[src/rtl/linked_list_queue_manager_top_macros.svh]
// Assertion macros shared by the linked list queue manager RTL.
// Depends on nothing; included by the modules that carry assertions.
`ifndef LINKED_LIST_QUEUE_MANAGER_TOP_MACROS_SVH
`define LINKED_LIST_QUEUE_MANAGER_TOP_MACROS_SVH

// same-cycle implication
`define LLQ_ASSERT_IMP(label, clk, rst, ante, cons, msg) \
  label: assert property (@(posedge clk) disable iff (rst) (ante) |-> (cons)) \
    else $error(msg);

// next-cycle implication
`define LLQ_ASSERT_NXT(label, clk, rst, ante, cons, msg) \
  label: assert property (@(posedge clk) disable iff (rst) (ante) |=> (cons)) \
    else $error(msg);

`endif

[src/rtl/llq_pkg.sv]
// Shared types, constants and helpers for the linked list queue manager.
// No dependencies; imported by every module of the block.
`default_nettype none

package llq_pkg;

  localparam int POOL_NODES = 64;
  localparam int NODE_W     = $clog2(POOL_NODES);
  localparam int CNT_W      = $clog2(POOL_NODES + 1);
  localparam int QDEPTH     = 2;
  localparam int QPTR_W     = $clog2(QDEPTH);
  localparam int QFILL_W    = $clog2(QDEPTH + 1);

  typedef logic [NODE_W-1:0] node_t;

  typedef struct packed {
    logic  valid;
    node_t node;
  } ptr_t;

  typedef enum logic [2:0] {
    CMD_CLEAR        = 3'd0,
    CMD_PUSH_FRONT   = 3'd1,
    CMD_PUSH_BACK    = 3'd2,
    CMD_POP_FRONT    = 3'd3,
    CMD_INSERT_AFTER = 3'd4,
    CMD_REMOVE_AFTER = 3'd5,
    CMD_READ_SUCC    = 3'd6,
    CMD_RESERVED     = 3'd7
  } cmd_t;

  typedef enum logic [1:0] {
    ST_DONE    = 2'd0,
    ST_EMPTY   = 2'd1,
    ST_IGNORED = 2'd2
  } status_t;

  typedef enum logic [1:0] {
    E_IDLE,
    E_READ,
    E_READ2,
    E_WRITE2
  } eng_state_t;

  // classified request handed from front to back
  typedef struct packed {
    cmd_t  cmd;
    node_t node;
    node_t anchor;
    logic  reject;
  } req_t;

  function automatic ptr_t make_ptr(node_t n);
    ptr_t p;
    p.valid = 1'b1;
    p.node  = n;
    return p;
  endfunction

endpackage

`default_nettype wire

[src/rtl/llq_front.sv]
// Front end: accepts requests, classifies them, and buffers them in a short queue.
// Depends on llq_pkg.
`default_nettype none

module llq_front (
  input  wire logic              clk,
  input  wire logic              rst,
  input  wire logic              in_valid,
  output logic                   in_stall,
  input  wire logic [2:0]        command,
  input  wire llq_pkg::node_t    node,
  input  wire llq_pkg::node_t    anchor,
  input  wire logic              anchor_present,
  output llq_pkg::req_t          req,
  output logic                   req_valid,
  input  wire logic              req_take
);
  import llq_pkg::*;

  req_t               q [QDEPTH];
  logic [QPTR_W-1:0]  wr_ptr;
  logic [QPTR_W-1:0]  rd_ptr;
  logic [QFILL_W-1:0] fill;
  req_t               cls;
  logic               push;
  logic               pop;
  logic               is_anchor_cmd;

  always_comb begin
    is_anchor_cmd = (command == CMD_INSERT_AFTER) || (command == CMD_REMOVE_AFTER);
    cls.cmd    = cmd_t'(command);
    cls.node   = node;
    cls.anchor = anchor;
    // unused command code, or a null anchor where one is needed
    cls.reject = (command == CMD_RESERVED) || (is_anchor_cmd && !anchor_present);
  end

  assign in_stall  = (fill == QFILL_W'(QDEPTH));
  assign req_valid = (fill != '0);
  assign req       = q[rd_ptr];
  assign push      = in_valid && !in_stall;
  assign pop       = req_take && req_valid;

  always_ff @(posedge clk) begin
    if (push) begin
      q[wr_ptr] <= cls;
    end
  end

  always_ff @(posedge clk) begin
    if (rst) begin
      wr_ptr <= '0;
      rd_ptr <= '0;
      fill   <= '0;
    end else begin
      if (push) begin
        wr_ptr <= (wr_ptr == QPTR_W'(QDEPTH - 1)) ? '0 : wr_ptr + QPTR_W'(1);
      end
      if (pop) begin
        rd_ptr <= (rd_ptr == QPTR_W'(QDEPTH - 1)) ? '0 : rd_ptr + QPTR_W'(1);
      end
      case ({push, pop})
        2'b10:   fill <= fill + QFILL_W'(1);
        2'b01:   fill <= fill - QFILL_W'(1);
        default: fill <= fill;
      endcase
    end
  end

endmodule

`default_nettype wire

[src/rtl/llq_back.sv]
// Back end: sequencer over the successor memory, list registers and result register.
// Depends on llq_pkg and linked_list_queue_manager_top_macros.svh.
`default_nettype none
`include "linked_list_queue_manager_top_macros.svh"

module llq_back (
  input  wire logic              clk,
  input  wire logic              rst,
  input  wire llq_pkg::req_t     req,
  input  wire logic              req_valid,
  output logic                   req_take,
  output logic                   out_valid,
  input  wire logic              out_stall,
  output logic [1:0]             status,
  output llq_pkg::node_t         result_node,
  output logic                   result_present,
  output llq_pkg::node_t         head_node,
  output logic                   is_empty,
  output logic [llq_pkg::CNT_W-1:0] entry_count
);
  import llq_pkg::*;

  ptr_t             mem [POOL_NODES];
  ptr_t             rd_data;
  ptr_t             hold;
  eng_state_t       state, state_next;
  ptr_t             head, head_next;
  ptr_t             tail, tail_next;
  logic [CNT_W-1:0] count, count_next;
  logic [CNT_W-1:0] cnt_up, cnt_dn;
  logic             out_free;
  logic             finish;
  logic             rd_en;
  node_t            rd_addr;
  logic             we;
  node_t            wa;
  ptr_t             wd;
  logic             hold_en;
  status_t          res_status;
  ptr_t             res_ptr;
  logic             an_succ_valid;

  assign out_free = !out_valid || !out_stall;
  assign cnt_up   = (count < CNT_W'(POOL_NODES)) ? count + CNT_W'(1) : count;
  assign cnt_dn   = (count != '0) ? count - CNT_W'(1) : count;
  assign req_take = finish;
  // successor of the anchor after a remove: null when the removed node pointed to itself
  assign an_succ_valid = (hold.node == req.anchor) ? 1'b0 : rd_data.valid;

  always_comb begin
    state_next = state;
    head_next  = head;
    tail_next  = tail;
    count_next = count;
    finish     = 1'b0;
    rd_en      = 1'b0;
    rd_addr    = req.node;
    we         = 1'b0;
    wa         = req.node;
    wd         = '0;
    hold_en    = 1'b0;
    res_status = ST_DONE;
    res_ptr    = '0;
    case (state)
      E_IDLE: begin
        if (req_valid) begin
          if (req.reject) begin
            finish     = out_free;
            res_status = ST_IGNORED;
          end else begin
            case (req.cmd)
              CMD_CLEAR: begin
                finish     = out_free;
                head_next  = '0;
                tail_next  = '0;
                count_next = '0;
              end
              CMD_PUSH_FRONT: begin
                finish = out_free;
                we     = out_free;
                wd     = (count == '0) ? '0 : head;
                if (count == '0) begin
                  tail_next = make_ptr(req.node);
                end
                head_next  = make_ptr(req.node);
                count_next = cnt_up;
              end
              CMD_PUSH_BACK: begin
                we         = 1'b1;
                state_next = E_WRITE2;
              end
              CMD_POP_FRONT: begin
                if (count == '0) begin
                  finish     = out_free;
                  res_status = ST_EMPTY;
                end else if (head.valid) begin
                  rd_en      = 1'b1;
                  rd_addr    = head.node;
                  state_next = E_READ;
                end else begin
                  finish     = out_free;
                  count_next = cnt_dn;
                end
              end
              CMD_INSERT_AFTER, CMD_REMOVE_AFTER: begin
                rd_en      = 1'b1;
                rd_addr    = req.anchor;
                state_next = E_READ;
              end
              CMD_READ_SUCC: begin
                rd_en      = 1'b1;
                state_next = E_READ;
              end
              default: begin
                finish     = out_free;
                res_status = ST_IGNORED;
              end
            endcase
          end
        end
      end
      E_READ: begin
        case (req.cmd)
          CMD_POP_FRONT: begin
            finish     = out_free;
            we         = out_free;
            wa         = head.node;
            head_next  = rd_data;
            count_next = cnt_dn;
            res_ptr    = head;
          end
          CMD_INSERT_AFTER: begin
            we         = 1'b1;
            wa         = req.anchor;
            wd         = make_ptr(req.node);
            state_next = E_WRITE2;
          end
          CMD_REMOVE_AFTER: begin
            if (!rd_data.valid) begin
              finish     = out_free;
              res_status = ST_IGNORED;
            end else begin
              hold_en    = 1'b1;
              rd_en      = 1'b1;
              rd_addr    = rd_data.node;
              state_next = E_READ2;
            end
          end
          CMD_READ_SUCC: begin
            finish  = out_free;
            res_ptr = rd_data;
          end
          default: begin
            finish     = out_free;
            res_status = ST_IGNORED;
          end
        endcase
      end
      E_READ2: begin
        we         = 1'b1;
        wa         = req.anchor;
        wd         = rd_data;
        state_next = E_WRITE2;
      end
      E_WRITE2: begin
        finish = out_free;
        case (req.cmd)
          CMD_PUSH_BACK: begin
            we = out_free && (count != '0) && tail.valid;
            wa = tail.node;
            wd = make_ptr(req.node);
            if ((count == '0) || (!tail.valid && !head.valid)) begin
              head_next = make_ptr(req.node);
            end
            tail_next  = make_ptr(req.node);
            count_next = cnt_up;
          end
          CMD_INSERT_AFTER: begin
            we = out_free;
            wd = rd_data;
            if (tail.valid && (tail.node == req.anchor)) begin
              tail_next = make_ptr(req.node);
            end
            count_next = cnt_up;
          end
          CMD_REMOVE_AFTER: begin
            we = out_free;
            wa = hold.node;
            if (!an_succ_valid) begin
              tail_next = make_ptr(req.anchor);
            end
            count_next = cnt_dn;
          end
          default: begin
            res_status = ST_IGNORED;
          end
        endcase
      end
      default: begin
        state_next = E_IDLE;
      end
    endcase
    if (finish) begin
      state_next = E_IDLE;
    end
  end

  // successor memory: one write port, one registered read port
  always_ff @(posedge clk) begin
    if (we) begin
      mem[wa] <= wd;
    end
    if (rd_en) begin
      rd_data <= mem[rd_addr];
    end
    if (hold_en) begin
      hold <= rd_data;
    end
  end

  always_ff @(posedge clk) begin
    if (rst) begin
      state <= E_IDLE;
      head  <= '0;
      tail  <= '0;
      count <= '0;
    end else begin
      state <= state_next;
      if (finish) begin
        head  <= head_next;
        tail  <= tail_next;
        count <= count_next;
      end
    end
  end

  always_ff @(posedge clk) begin
    if (rst) begin
      out_valid <= 1'b0;
    end else if (finish) begin
      out_valid <= 1'b1;
    end else if (!out_stall) begin
      out_valid <= 1'b0;
    end
  end

  always_ff @(posedge clk) begin
    if (finish) begin
      status         <= res_status;
      result_node    <= res_ptr.valid ? res_ptr.node : '0;
      result_present <= res_ptr.valid;
      head_node      <= head_next.valid ? head_next.node : '0;
      is_empty       <= (count_next == '0);
      entry_count    <= count_next;
    end
  end

  `LLQ_ASSERT_IMP(a_busy_has_req, clk, rst, state != E_IDLE, req_valid, "engine busy without request")
  `LLQ_ASSERT_IMP(a_take_when_free, clk, rst, req_take, out_free, "finish with result register full")
  `LLQ_ASSERT_NXT(a_take_loads_out, clk, rst, req_take, out_valid, "finished request gave no result")
  `LLQ_ASSERT_IMP(a_count_max, clk, rst, 1'b1, count <= CNT_W'(POOL_NODES), "count above pool size")
  `LLQ_ASSERT_IMP(a_read2_remove, clk, rst, state == E_READ2, req.cmd == CMD_REMOVE_AFTER, "second read outside remove")

endmodule

`default_nettype wire

[src/rtl/linked_list_queue_manager_top.sv]
// Top level of the linked list queue manager: front end, request queue, back end.
// Depends on llq_pkg, llq_front and llq_back.
//
//  channel  direction  handshake            payload
//  in       to block   in_valid / in_stall  command, node, anchor, anchor_present
//  out      from block out_valid / out_stall status, result_node, result_present,
//                                           head_node, is_empty, entry_count
//
// A request enters the two-entry request queue; the back end then finishes in its
// idle step (clear, push front, errors, pop on empty or null head), after a write
// step (push back), after a read (pop, read successor, remove with nothing after
// the anchor), after a read and a write (insert after) or after two reads and a
// write (remove after): the successor memory has a registered read, one access a cycle.
// Synchronous reset empties the list and the queue; the successor memory is not cleared.
// out_stall holds the result register; the back end waits at its final step and
// in_stall rises once the request queue is full.
`default_nettype none

module linked_list_queue_manager_top (
  input  wire logic              clk,
  input  wire logic              rst,
  input  wire logic              in_valid,
  output logic                   in_stall,
  input  wire logic [2:0]        command,
  input  wire llq_pkg::node_t    node,
  input  wire llq_pkg::node_t    anchor,
  input  wire logic              anchor_present,
  output logic                   out_valid,
  input  wire logic              out_stall,
  output logic [1:0]             status,
  output llq_pkg::node_t         result_node,
  output logic                   result_present,
  output llq_pkg::node_t         head_node,
  output logic                   is_empty,
  output logic [llq_pkg::CNT_W-1:0] entry_count
);
  import llq_pkg::*;

  req_t req;
  logic req_valid;
  logic req_take;

  llq_front u_front (
    .clk            (clk),
    .rst            (rst),
    .in_valid       (in_valid),
    .in_stall       (in_stall),
    .command        (command),
    .node           (node),
    .anchor         (anchor),
    .anchor_present (anchor_present),
    .req            (req),
    .req_valid      (req_valid),
    .req_take       (req_take)
  );

  llq_back u_back (
    .clk            (clk),
    .rst            (rst),
    .req            (req),
    .req_valid      (req_valid),
    .req_take       (req_take),
    .out_valid      (out_valid),
    .out_stall      (out_stall),
    .status         (status),
    .result_node    (result_node),
    .result_present (result_present),
    .head_node      (head_node),
    .is_empty       (is_empty),
    .entry_count    (entry_count)
  );

endmodule

`default_nettype wire

[config.mk]
export PLATFORM = sky130hd
export DESIGN_NAME = linked_list_queue_manager_top
export DESIGN_NICKNAME = d
export VERILOG_FILES = /design/src/rtl/llq_pkg.sv /design/src/rtl/llq_front.sv /design/src/rtl/llq_back.sv /design/src/rtl/linked_list_queue_manager_top.sv
export VERILOG_INCLUDE_DIRS = /design/src /design/src/rtl
export SDC_FILE = /design/constraint.sdc
export NUM_CORES = 1
export LEC_CHECK = 0
export BUFFER_PORTS_ARGS = -buffer_cell sky130_fd_sc_hd__buf_4
export CORE_ASPECT_RATIO = 0.8
export CORE_MARGIN = 2
export CORE_UTILIZATION = 56
export DETAILED_ROUTE_END_ITERATION = 10
export PLACE_DENSITY = 0.75
export SETUP_SLACK_MARGIN = 0.02
export SKIP_LAST_GASP = 1
export SLEW_MARGIN = 0
export SYNTH_ARGS = -nofsm -noshare
export SYNTH_HDL_FRONTEND = slang
export SYNTH_SLANG_ARGS = --single-unit
[constraint.sdc]
create_clock -name clk -period 5.1 [get_ports clk]
set_clock_uncertainty 0.2 [all_clocks]
set_input_delay 0.51 -clock clk [delete_from_list [all_inputs] [get_ports clk]]
set_output_delay 0.51 -clock clk [all_outputs]
set_load 0.05 [all_outputs]
==> impl_metrics.yaml <==
status:
  status: "complete, no violations"
critical_path:
  critPathArrivalTime_ns: 4.91
  ff2ff_setup_slack_ns: 0.32
  slowest_stage: "dfxtp_1"
  cpMostUsedCell: "mux2_2"
  crit_required_ns: 5.23
  r2r_cells: 11
  start_kind: "flip-flop"
  crit_end: "u_back.rd_data[6]"
  endpoint_kind: "flip-flop"
  worstReg2RegEnd: "u_back.rd_data[6]"
  worstSetupPathType: "reg2reg"
  worstPathCellList: "buf_4 > mux2_2 > o21ai_0 > mux2i_1 > o311ai_2 > and2_4 > buf_12 > mux4_1 > o22ai_1 > nor4_1 > mux2_2"
  cp_max_fo: 61
  cp_slowest_stage_delay_ns: 0.67
die:
  die-area_um2: 42700
  num_rows: 66
  die_h_um: 185
  dieWidth_um: 231
  placeableCoreArea_um2: 40500
  ios: 45
  start_util: 0.567
clock_tree:
  cts-root-buf: "clkbuf_16"
  insertion_delay_ns: 0.59
  cts_max_level: 2
  path_clk_slew_ns: 0.07
  cts_tree: "built"
  clock-sinks: 545
  numCtsBuffers: 52
  cts_buffer_depth: 3
sta:
  worst_slew_pin_slew_ns: 1.14
  hold_slack_ns: 0.0905
  fin_ws_ns: 0.315
  slew_headroom: 0.236
  tns_ns: 0
  fin_crit_ns: 4.78
  hold_viol: 0
  drv_slew: 0
  max_freq_mhz: 209
  rsz0062_at_grt: "false"
  setup_viol_count_final: 0
  post-route-period-util: 0.938
placed_design:
  dp_hpwl_um: 36200
  io_buffers: 44
  place_ws_ns: 0.462
  globalplace.congestion: 0.974
  dp_cells: 1977
yosys:
  avgSynthCellArea_um2: 16.7
  synth_edf_count: 516
  ys_seq_elements: 545
  synthFlopType: "edfxtp_1"
  yosysTopAreaCell: "edfxtp_1"
  yosysSeqAreaShare: 0.699
  synth_fp_nets: 1407
  netlist.area_leader.share: 0.674
  synth_cells: 1379
  yosys-top-cells-area: "edfxtp_1, mux4_2, dfxtp_1"
  synthArstFlopShare: 0
  ys_types: 83
  netlist_area_um2: 23000
  ys_warn_count: 0
drt:
  antenna_left: 0
  dr.pass1.iters: 7
  drcViolationCount: 0
  wl_per_cell_um: 27.1
  wl_um: 56700
  drt_iter0_markers: 1886
  route.vias.total: 13700
  vias_per_cell: 6.57
pwr:
  leakagePower_nw: 8.95
  powerDensity_nw_per_um2: 618
  peakVddDrop_mv: 0.512
global_routing:
  grt_pass1_wl_um: 84600
  grt_use_total: 0.270
  grt-ovfl-total: 0
  grt_antenna_before_repair: 3
  grt_pass1_vias: 13200
  grt_max_degree: 65
final_layout:
  syn2layout_area_growth_pct: 13.7
  n_antenna_cell: 0
  drive_gt1_frac: 0.223
  nets: 1530
  stdcell_count: 2089
  post-route-util: 0.645
hold_path:
  worstHoldPathType: "in2reg"
run:
  drv_cap: 0
-- cell usage after synthesis, types with 12 or more instances --
library cell / number
clkbuf_1: 27
a21oi_1: 42
nand2_1: 59
nor2_1: 151
inv_1: 17
edfxtp_1: 516
mux2_2: 20
buf_2: 12
mux4_2: 91
nand2b_1: 14
dfxtp_1: 29
mux2i_1: 45
a22oi_1: 19
nor4_1: 18
o21ai_0: 39
o22ai_1: 72
-- sequential cells by signal, indices dropped and copies added, names as in the netlist, named ones only --
| name | cells |
|---|---|
| u_back.entry_count | 7 |
| u_back.result_present | 1 |
| u_back.head_node | 6 |
| u_back.tail | 7 |
| u_back.out_valid | 1 |
| u_back.status | 2 |
| u_back.state | 2 |
| u_front.wr_ptr | 1 |
| u_back.result_node | 6 |
| u_front.rd_ptr | 1 |
| u_back.hold | 6 |
| u_front.fill | 2 |
| u_back.rd_data | 7 |
| u_front.q | 32 |
| u_back.mem | 448 |
| u_back.is_empty | 1 |
| u_back.count | 7 |
| u_back.head | 7 |
-- routing by layer --
metal	wire length (um)	vias up	track usage	part of all wire
li1	-	5822	-	-
met1	23600	6926	0.400	0.42
met2	24400	863	0.386	0.43
met3	7240	116	0.0881	0.13
met4	1400	8	0.0759	0.025
met5	130	-	0.0162	0.0023
-- cell usage in the layout (no fill, tap or decap), types with 10 or more instances in the layout --
master	instances
o22ai_1	71
nand2_1	59
inv_1	17
a211oi_1	10
mux2_2	20
nor3_1	11
clkinv_2	15
nor4_1	18
nand3_1	10
edfxtp_1	516
a21oi_1	42
xnor2_1	10
mux4_2	91
buf_4	118
clkbuf_16	53
a22oi_1	19
mux4_1	11
dlygate4sd3_1	15
o21ai_0	33
nor2_1	151
mux2i_1	45
dfxtp_1	29
nand2b_1	14
-- kinds of logic (layout without fill, tap and decap cells) --
| group | count (synthesis) | after routing | share of synthesized area |
|---|---|---|---|
| multiplexers | 167 | 167 | 0.131 |
| XOR/XNOR | 17 | 17 | 0.00648 |
| buffers and inverters | 85 | 251 | 0.0244 |
| adder cells (fa/ha/maj) | 8 | 8 | 0.00435 |
| flip-flops | 545 | 545 | 0.699 |
| AND/OR/NAND/NOR | 315 | 315 | 0.0650 |
| AO/OA/AOI/OAI | 242 | 242 | 0.0695 |
-- final cells by class --
type / instances / area, um^2
inverters: 17 / 63.8
repair buffers: 137 / 1120
well taps: 544 / 681
fillers: 2720 / 14400
clock inverters: 36 / 392
clock buffers: 61 / 1360
flip-flops and latches: 545 / 16100
multi-input cells: 749 / 6450
-- timing repair --
action | in CTS | in global routing
hold buffers | 15 | 0
buffers inserted | 0 | 0
gates resized for setup | 0 | 0
endpoints found under the hold margin | 30 | 0
endpoints found under the setup margin | 0 | 0
-- critical path, delay by kind of cell (launching register included) --
kind	cells	cell delay [ns]
and+or+nand+nor	2	0.41
AOI/OAI and AO/OA	3	0.86
DFF	1	0.67
muxes	4	1.53
buffers and inverters	2	0.79
-- per-stage QoR --
stage | total power [mW] | area, um^2
final | 16.2 | 26100
after global routing | 16.7 | 26100
after CTS | 16.1 | 26100
after detailed placement | 12.1 | 24200
after global placement | 12.0 | 24200
after floorplan | 10.5 | 23000
-- how the worst min path moves through the flow --
stage	slack, ns	cells after the start	from	end
after global routing	0.11	3	out_stall	u_back.out_valid
after floorplan	0.28	2	u_front.rd_ptr	flip-flop
after CTS	0.07	3	out_stall	u_back.out_valid
final	0.09	3	out_stall	u_back.out_valid
after detailed placement	0.31	2	u_front.rd_ptr	flip-flop
after global placement	0.30	2	u_front.rd_ptr	u_front.rd_ptr
-- report_power, final --
| group | internal, mW | total [mW] | switching (mW) |
|---|---|---|---|
| Sequential | 5.31 | 5.52 | 0.211 |
| Clock | 2.31 | 3.97 | 1.65 |
| Combinational | 2.62 | 6.67 | 4.05 |
| Total | 10.2 | 16.2 | 5.92 |
No activity file was read; power rests on OpenSTA's default activity.
